## config.mk

```make
export PLATFORM = sky130hd
export DESIGN_NAME = xoshiro256ss_random_generator_core
export DESIGN_NICKNAME = d
export VERILOG_FILES = /design/src/rtl/xsr_pkg.sv /design/src/rtl/xsr_seeder.sv /design/src/rtl/xsr_divider.sv /design/src/rtl/xoshiro256ss_random_generator_core.sv
export SDC_FILE = /design/constraint.sdc
export NUM_CORES = 2
export LEC_CHECK = 0
export BUFFER_PORTS_ARGS = -buffer_cell sky130_fd_sc_hd__buf_2
export CAP_MARGIN = 10
export CELL_PAD_IN_SITES_DETAIL_PLACEMENT = 1
export CELL_PAD_IN_SITES_GLOBAL_PLACEMENT = 1
export CORE_MARGIN = 1
export CORE_UTILIZATION = 45
export DETAILED_ROUTE_END_ITERATION = 12
export GPL_ROUTABILITY_DRIVEN = 0
export PLACE_DENSITY = 0.81
export SETUP_SLACK_MARGIN = 0.15
export SKIP_CTS_REPAIR_TIMING = 1
export SYNTH_ARGS = -nofsm -noshare
export SYNTH_HDL_FRONTEND = slang
export SYNTH_HIERARCHICAL = 1
export SYNTH_SLANG_ARGS = --single-unit
export TNS_END_PERCENT = 1
```

## constraint.sdc

```tcl
create_clock -name clock -period 14.7 [get_ports clock]
set_clock_uncertainty 0.15 [all_clocks]
set_input_delay 2.205 -clock clock [delete_from_list [all_inputs] [get_ports clock]]
set_output_delay 2.205 -clock clock [all_outputs]
set_load 0.02 [all_outputs]
```

## src/rtl/xsr_pkg.sv

```systemverilog
package xsr_pkg;

   localparam int WORD_W = 64;
   localparam int CNT_W  = $clog2(WORD_W);

   // splitmix64 constants
   localparam logic [WORD_W-1:0] SPLITMIX_GAMMA = 64'h9E37_79B9_7F4A_7C15;
   localparam logic [WORD_W-1:0] SPLITMIX_MUL1  = 64'hBF58_476D_1CE4_E5B9;
   localparam logic [WORD_W-1:0] SPLITMIX_MUL2  = 64'h94D0_49BB_1331_11EB;

   typedef enum logic [1:0] {
      ST_IDLE,
      ST_SCRAMBLE,
      ST_DIV,
      ST_WRITE
   } item_state_type;

   typedef enum logic [2:0] {
      SM_IDLE,
      SM_ADD,
      SM_MUL1,
      SM_MIX2,
      SM_MUL2,
      SM_OUT
   } seed_state_type;

   typedef struct packed {
      logic              busy;
      logic              we;
      logic [1:0]        index;
      logic [WORD_W-1:0] data;
   } seed_write_type;

   typedef struct packed {
      logic busy;
      logic done;
   } div_status_type;

endpackage

```

## src/rtl/xsr_seeder.sv

```systemverilog
module xsr_seeder
   import xsr_pkg::*;
(
   input  logic              clock,
   input  logic              reset,
   input  logic              start,
   input  logic [WORD_W-1:0] seed,
   output seed_write_type    wr
);

   seed_state_type    state_ff, state_in;
   logic [WORD_W-1:0] counter_ff, counter_in;
   logic [WORD_W-1:0] mcand_ff, mcand_in;
   logic [WORD_W-1:0] mult_ff, mult_in;
   logic [WORD_W-1:0] acc_ff, acc_in;
   logic [CNT_W-1:0]  cnt_ff, cnt_in;
   logic [1:0]        idx_ff, idx_in;
   logic [WORD_W-1:0] sum;

   // reset value of the seed is zero, so reset starts a fill from zero
   always_ff @(posedge clock) begin
      if (reset) begin
         state_ff   <= SM_ADD;
         counter_ff <= '0;
         idx_ff     <= '0;
      end else begin
         state_ff   <= state_in;
         counter_ff <= counter_in;
         idx_ff     <= idx_in;
      end
      mcand_ff <= mcand_in;
      mult_ff  <= mult_in;
      acc_ff   <= acc_in;
      cnt_ff   <= cnt_in;
   end

   always_comb begin
      state_in   = state_ff;
      counter_in = counter_ff;
      mcand_in   = mcand_ff;
      mult_in    = mult_ff;
      acc_in     = acc_ff;
      cnt_in     = cnt_ff;
      idx_in     = idx_ff;
      sum        = counter_ff + SPLITMIX_GAMMA;
      wr.busy    = (state_ff != SM_IDLE);
      wr.we      = 1'b0;
      wr.index   = idx_ff;
      wr.data    = acc_ff ^ (acc_ff >> 31);
      if (start) begin
         state_in   = SM_ADD;
         counter_in = seed;
         idx_in     = '0;
      end else begin
         unique case (state_ff)
            SM_IDLE: begin
            end
            SM_ADD: begin
               counter_in = sum;
               mcand_in   = sum ^ (sum >> 30);
               mult_in    = SPLITMIX_MUL1;
               acc_in     = '0;
               cnt_in     = '0;
               state_in   = SM_MUL1;
            end
            SM_MUL1, SM_MUL2: begin
               // shift-add multiply, one multiplier bit per cycle
               acc_in   = acc_ff + (mult_ff[0] ? mcand_ff : '0);
               mcand_in = {mcand_ff[WORD_W-2:0], 1'b0};
               mult_in  = {1'b0, mult_ff[WORD_W-1:1]};
               cnt_in   = cnt_ff + 1'b1;
               if (cnt_ff == CNT_W'(WORD_W - 1)) begin
                  state_in = (state_ff == SM_MUL1) ? SM_MIX2 : SM_OUT;
               end
            end
            SM_MIX2: begin
               mcand_in = acc_ff ^ (acc_ff >> 27);
               mult_in  = SPLITMIX_MUL2;
               acc_in   = '0;
               cnt_in   = '0;
               state_in = SM_MUL2;
            end
            SM_OUT: begin
               wr.we    = 1'b1;
               idx_in   = idx_ff + 1'b1;
               state_in = (idx_ff == 2'd3) ? SM_IDLE : SM_ADD;
            end
            default: state_in = SM_IDLE;
         endcase
      end
   end

   // the fourth word ends the fill
   a_fill_ends: assert property (@(posedge clock) disable iff (reset)
      (wr.we && wr.index == 2'd3 && !start) |=> !wr.busy)
      else $error("seeder still busy after last word");

endmodule

```

## src/rtl/xsr_divider.sv

```systemverilog
module xsr_divider
   import xsr_pkg::*;
(
   input  logic              clock,
   input  logic              reset,
   input  logic              start,
   input  logic [WORD_W-1:0] dividend,
   input  logic [WORD_W-1:0] divisor,
   output div_status_type    status,
   output logic [WORD_W-1:0] remainder
);

   logic              busy_ff, busy_in;
   logic              done_ff, done_in;
   logic [CNT_W-1:0]  cnt_ff, cnt_in;
   logic [WORD_W-1:0] dividend_ff, dividend_in;
   logic [WORD_W-1:0] divisor_ff, divisor_in;
   logic [WORD_W-1:0] rem_ff, rem_in;
   logic [WORD_W:0]   trial;
   logic [WORD_W:0]   diff;

   always_ff @(posedge clock) begin
      if (reset) begin
         busy_ff <= 1'b0;
         done_ff <= 1'b0;
      end else begin
         busy_ff <= busy_in;
         done_ff <= done_in;
      end
      cnt_ff      <= cnt_in;
      dividend_ff <= dividend_in;
      divisor_ff  <= divisor_in;
      rem_ff      <= rem_in;
   end

   // restoring remainder, one dividend bit per cycle; a zero divisor
   // always subtracts nothing, which leaves the dividend itself
   always_comb begin
      busy_in     = busy_ff;
      done_in     = 1'b0;
      cnt_in      = cnt_ff;
      dividend_in = dividend_ff;
      divisor_in  = divisor_ff;
      rem_in      = rem_ff;
      trial       = {rem_ff, dividend_ff[WORD_W-1]};
      diff        = trial - {1'b0, divisor_ff};
      if (start) begin
         busy_in     = 1'b1;
         cnt_in      = '0;
         dividend_in = dividend;
         divisor_in  = divisor;
         rem_in      = '0;
      end else if (busy_ff) begin
         rem_in      = diff[WORD_W] ? trial[WORD_W-1:0] : diff[WORD_W-1:0];
         dividend_in = {dividend_ff[WORD_W-2:0], 1'b0};
         cnt_in      = cnt_ff + 1'b1;
         if (cnt_ff == CNT_W'(WORD_W - 1)) begin
            busy_in = 1'b0;
            done_in = 1'b1;
         end
      end
   end

   assign status.busy = busy_ff;
   assign status.done = done_ff;
   assign remainder   = rem_ff;

   a_rem_below: assert property (@(posedge clock) disable iff (reset)
      (done_ff && divisor_ff != '0) |-> (rem_ff < divisor_ff))
      else $error("remainder not below divisor");

   a_done_after_busy: assert property (@(posedge clock) disable iff (reset)
      done_ff |-> $past(busy_ff))
      else $error("done without a running division");

endmodule

```

## src/rtl/xoshiro256ss_random_generator_core.sv

```systemverilog
// xoshiro256** generator with splitmix64 seeding. After reset, and after
// every write of csr_wdata (csr_we high), the four 64-bit generator words are
// refilled from four splitmix64 outputs of the seed; the fill runs two
// bit-serial 64x64 multiplies per word, during which req_ready stays low
// (it is also low in the cycle of the write). Each item advances the
// generator once and returns the raw output and
// raw mod (high - low + 1) + low, modulo 2^64; a span that wraps to zero
// means the full range and gives raw + low. One item is in work at a
// time; its result comes from the bit-serial remainder unit that retires
// one dividend bit per cycle, and a new item is taken only once the
// previous result has gone into the output register. A result waits in
// the output register, and the next item is taken while it waits.
module xoshiro256ss_random_generator_core
   import xsr_pkg::*;
(
   input  logic              clock,
   input  logic              reset,
   // request channel
   input  logic              req_valid,
   output logic              req_ready,
   input  logic [WORD_W-1:0] req_range_low,
   input  logic [WORD_W-1:0] req_range_high,
   // response channel
   output logic              rsp_valid,
   input  logic              rsp_ready,
   output logic [WORD_W-1:0] rsp_raw_value,
   output logic [WORD_W-1:0] rsp_ranged_value,
   // seed register
   input  logic              csr_we,
   input  logic [WORD_W-1:0] csr_wdata
);

   item_state_type    state_ff, state_in;
   logic [WORD_W-1:0] words_ff [4];
   logic [WORD_W-1:0] words_in [4];
   logic [WORD_W-1:0] mix_ff, mix_in;
   logic [WORD_W-1:0] raw_ff, raw_in;
   logic [WORD_W-1:0] low_ff, low_in;
   logic [WORD_W-1:0] span_ff, span_in;
   logic              rsp_valid_ff, rsp_valid_in;
   logic [WORD_W-1:0] rsp_raw_ff, rsp_raw_in;
   logic [WORD_W-1:0] rsp_ranged_ff, rsp_ranged_in;

   // next-state terms of the generator
   logic [WORD_W-1:0] x2, x3, times5, scrambled;
   logic              accept;
   logic              div_start;

   seed_write_type    seed_wr;
   div_status_type    div_st;
   logic [WORD_W-1:0] div_rem;

   // splitmix64 fill of the generator words
   xsr_seeder u_seeder (
      .clock (clock),
      .reset (reset),
      .start (csr_we),
      .seed  (csr_wdata),
      .wr    (seed_wr)
   );

   // raw mod span, one bit per cycle
   xsr_divider u_divider (
      .clock     (clock),
      .reset     (reset),
      .start     (div_start),
      .dividend  (scrambled),
      .divisor   (span_ff),
      .status    (div_st),
      .remainder (div_rem)
   );

   always_ff @(posedge clock) begin
      if (reset) begin
         state_ff     <= ST_IDLE;
         rsp_valid_ff <= 1'b0;
      end else begin
         state_ff     <= state_in;
         rsp_valid_ff <= rsp_valid_in;
      end
      words_ff      <= words_in;
      mix_ff        <= mix_in;
      raw_ff        <= raw_in;
      low_ff        <= low_in;
      span_ff       <= span_in;
      rsp_raw_ff    <= rsp_raw_in;
      rsp_ranged_ff <= rsp_ranged_in;
   end

   // no item is taken while the words are being refilled or a seed arrives
   assign req_ready = (state_ff == ST_IDLE) && !seed_wr.busy && !csr_we;
   assign accept    = req_valid && req_ready;

   // xoshiro256** update terms, all from the words before the step
   assign x2        = words_ff[2] ^ words_ff[0];
   assign x3        = words_ff[3] ^ words_ff[1];
   assign times5    = words_ff[1] + {words_ff[1][WORD_W-3:0], 2'b00};
   // second half of the scrambler: times 9
   assign scrambled = mix_ff + {mix_ff[WORD_W-4:0], 3'b000};

   always_comb begin
      state_in      = state_ff;
      words_in      = words_ff;
      mix_in        = mix_ff;
      raw_in        = raw_ff;
      low_in        = low_ff;
      span_in       = span_ff;
      div_start     = 1'b0;
      // result register drains on its own handshake
      rsp_valid_in  = rsp_valid_ff && !rsp_ready;
      rsp_raw_in    = rsp_raw_ff;
      rsp_ranged_in = rsp_ranged_ff;

      if (seed_wr.we) begin
         words_in[seed_wr.index] = seed_wr.data;
      end

      unique case (state_ff)
         ST_IDLE: begin
            if (accept) begin
               // rotl(w1 * 5, 7) now, times 9 next cycle
               mix_in      = {times5[WORD_W-8:0], times5[WORD_W-1:WORD_W-7]};
               words_in[0] = words_ff[0] ^ x3;
               words_in[1] = words_ff[1] ^ x2;
               words_in[2] = x2 ^ {words_ff[1][WORD_W-18:0], 17'd0};
               words_in[3] = {x3[WORD_W-46:0], x3[WORD_W-1:WORD_W-45]};
               low_in      = req_range_low;
               // zero span (full range) passes through the divider unchanged
               span_in     = req_range_high - req_range_low + 1'b1;
               state_in    = ST_SCRAMBLE;
            end
         end
         ST_SCRAMBLE: begin
            raw_in    = scrambled;
            div_start = 1'b1;
            state_in  = ST_DIV;
         end
         ST_DIV: begin
            if (div_st.done) begin
               state_in = ST_WRITE;
            end
         end
         ST_WRITE: begin
            // hold until the output register is free
            if (!rsp_valid_ff || rsp_ready) begin
               rsp_valid_in  = 1'b1;
               rsp_raw_in    = raw_ff;
               rsp_ranged_in = div_rem + low_ff;
               state_in      = ST_IDLE;
            end
         end
         default: state_in = ST_IDLE;
      endcase
   end

   assign rsp_valid        = rsp_valid_ff;
   assign rsp_raw_value    = rsp_raw_ff;
   assign rsp_ranged_value = rsp_ranged_ff;

   // the divider only finishes while an item waits on it
   a_div_done_state: assert property (@(posedge clock) disable iff (reset)
      div_st.done |-> (state_ff == ST_DIV))
      else $error("divider done outside of division state");

   // an accepted item goes straight to the scrambler
   a_accept_next: assert property (@(posedge clock) disable iff (reset)
      accept |=> (state_ff == ST_SCRAMBLE && div_start))
      else $error("accepted item did not start scrambling");

   // a new result is only loaded when the previous one has left
   a_no_overwrite: assert property (@(posedge clock) disable iff (reset)
      (state_ff == ST_WRITE && rsp_valid_ff && !rsp_ready) |=> (state_ff == ST_WRITE))
      else $error("result overwritten before it was taken");

endmodule

```

==> Implementation_results.wiki <==
{| class="wikitable"
! Metric !! Value
|-
| Result of the run || finished clean
|-
| Worst Hold Path Cells || 0
|-
| Post-Synthesis Cells || 7,296
|-
| DIE AREA || 0.155 sq mm
|-
| Start point of the worst hold path || span_ff[26]
|-
| Maximum number of pins on one net before global-route repair || 199
|-
| Share of final-layout standard cells stronger than drive strength 1 || 10.2%
|-
| Maximum ir drop on the vdd rail || 0.125 mV
|-
| First-iteration detailed-routing DRC count || 5,131
|-
| NumNets Final || 8,039
|-
| Count of nets left with antenna violations after detail routing || 0
|-
| Initial antenna violation count || 13
|-
| Crit path from || csr_we
|-
| Total power consumption of the routed design || 15,100 uW
|-
| Beginning of the worst register-to-register path || mix_ff[0]
|-
| Min Tclk post-route || 5.82 ns
|-
| Vias post-DR || 58.5k
|-
| Final core utilization || 49.9%
|-
| Flip-flop count of the largest register, all copies and words added || 256
|-
| Number of cells on the worst reg-to-reg path || 13
|-
| Kind of launch point of the worst setup path || input port
|-
| Final HPWL from detailed placement || 170,000 um
|-
| Summed area of non-filler cells in the final layout || 0.0760 sq mm
|-
| Num CTS Buffers || 121
|-
| Placed Cells incl. Taps || 9,299
|-
| Number of global-route vias before repair || 59.6k
|-
| Total length of routed wires || 231,000 um
|-
| I/O pin count || 327
|-
| Number of buffers added on ports || 326
|-
| Synthesized netlist net count || 7,943
|-
| Final slew viol count || 0
|-
| Final Hold Violating Endpoints || 0
|-
| Number of setup violations in the final report || 0
|-
| Initial core utilization || 45.3%
|-
| CTS H-tree lvls || 3
|-
| GR Util All Layers || 28.9%
|-
| Clock latency reported for the late side of the worst-skew pair || 0.78 ns
|-
| Worst path required time || 15.20 ns
|-
| P_leak || 0.0298 uW
|-
| Slew of the pin with the lowest slew margin || 1.21 ns
|-
| Wire length of the first global-routing pass || 354,000 um
|-
| Total gr overflow || 0
|-
| Number of sinks handled by clock tree synthesis || 1,110
|-
| Period utilization || 39.6%
|-
| Class of the tightest hold or removal check || flip-flop to flip-flop
|-
| RSZ-0062 raised after global routing || no
|-
| Cell Area, Placed || 0.0719 sq mm
|-
| CTS root buffer || clkbuf_16
|-
| Remaining design rule violation count || 0
|-
| Number of detailed-routing iterations run before antenna repair || 5
|-
| Clk buf depth || 3
|-
| Reg with most FFs || words_ff
|-
| Endpoint type of the worst setup path || flip-flop
|-
| Power density of the placed cells || 199 mW/mm^2
|-
| Warning count from the yosys run || 6
|-
| Max-Cap Viols || 0
|-
| Worst-case headroom to the max-slew limit || 19.3%
|-
| Kind of critical path || input port to flip-flop
|-
| Row Count || 143
|-
| Maximum fanout along the worst path || 167
|-
| Final sum of negative setup slack || 0 ns
|-
| Vert. Die Dim || 393 um
|-
| Crit path arrival time || 6.32 ns
|-
| Layout Cells excl Fill || 9,540
|-
| Routed wirelength normalized by instance count || 24.2 um
|-
| Placeable core region || 0.152 sq mm
|-
| Register clock-pin slew on the reported worst setup and hold paths || 0.06 ns
|-
| Signed area change from the synthesized netlist to the final layout || 10.2%
|-
| Vias per std cell || 6.13
|-
| Post-Syn Area per Cell || 9.45 sq um
|-
| Width of the die || 393 um
|-
| TritonCTS clock tree || yes
|-
| Post-synthesis cell area || 0.0689 sq mm
|-
| Max frequency || 0.172 GHz
|}
## power by group
part | internal, uW | leakage, uW | total, uW | switching [uW]
clock network | 1770 | 0.00194 | 3140 | 1360
logic | 2630 | 0.0180 | 6730 | 4100
registers | 4330 | 0.00987 | 5280 | 949
total | 8730 | 0.0298 | 15100 | 6410
## cells in the final DEF, fill, tap and decap left out, drive strengths merged, types with 13 or more instances in the layout
cell type,n
a21oi,654
o21ai,496
o41ai,14
a22oi,61
a221oi,14
nor3,96
a21o,177
a31oi,117
inv,258
nand2,587
o21a,46
a211oi,104
a211o,121
mux2,64
nand3,172
nand4,124
or3,35
mux2i,53
o31ai,27
clkbuf,162
dfxtp,400
nand2b,63
xnor2,421
ha,444
clkinv,45
nor2b,43
edfxtp,710
o21bai,84
nor4,24
o211ai,26
and3,37
and2,115
buf,362
nor2,739
xor2,314
a41oi,13
o221a,81
## layer usage
metal | GRT usage, % | up-vias | part of all wire [%]
met3 | 3.91 | 480 | 6.4
li1 | - | 26800 | -
met2 | 46.3 | 2104 | 46
met4 | 14.5 | 0 | 5.3
met1 | 38.3 | 29100 | 43
met5 | 0 | - | 0
## metrics by stage
stage,hold WS (ns),setup WS (ns)
3_3_place_gp,0.251,8.28
2_1_floorplan,0.250,4.82
4_1_cts,0.221,8.92
5_1_grt,0.242,8.66
3_5_place_dp,0.256,8.10
6_report,0.228,8.88
## worst max-delay path: stages
cell	delay, ns
buf_2	0.18
nor3b_1	0.41
nand2_4	0.51
inv_8	0.83
buf_12	0.67
buf_4	0.85
nand3_1	0.19
o221a_2	0.19
## area by class of cell
type / instances / area [sq um]
Fill cell: 17300 / 76100
Multi-Input combinational cell: 5542 / 37100
Sequential cell: 1110 / 29300
Clock buffer: 162 / 3250
Tap cell: 2030 / 2540
Timing Repair Buffer: 362 / 1940
Inverter: 255 / 965
Clock inverter: 69 / 798
Antenna cell: 10 / 25.0
## final timing paths
path,slack (ns),end
worst min register to register,0.23,u_divider/divisor_ff[26]
worst max-delay path,8.88,words_ff[234]
worst min-delay path,0.23,u_divider/divisor_ff[26]
worst max register to register,9.45,u_divider/dividend_ff[57]
Note: power is estimated with default switching activity, not from simulation.
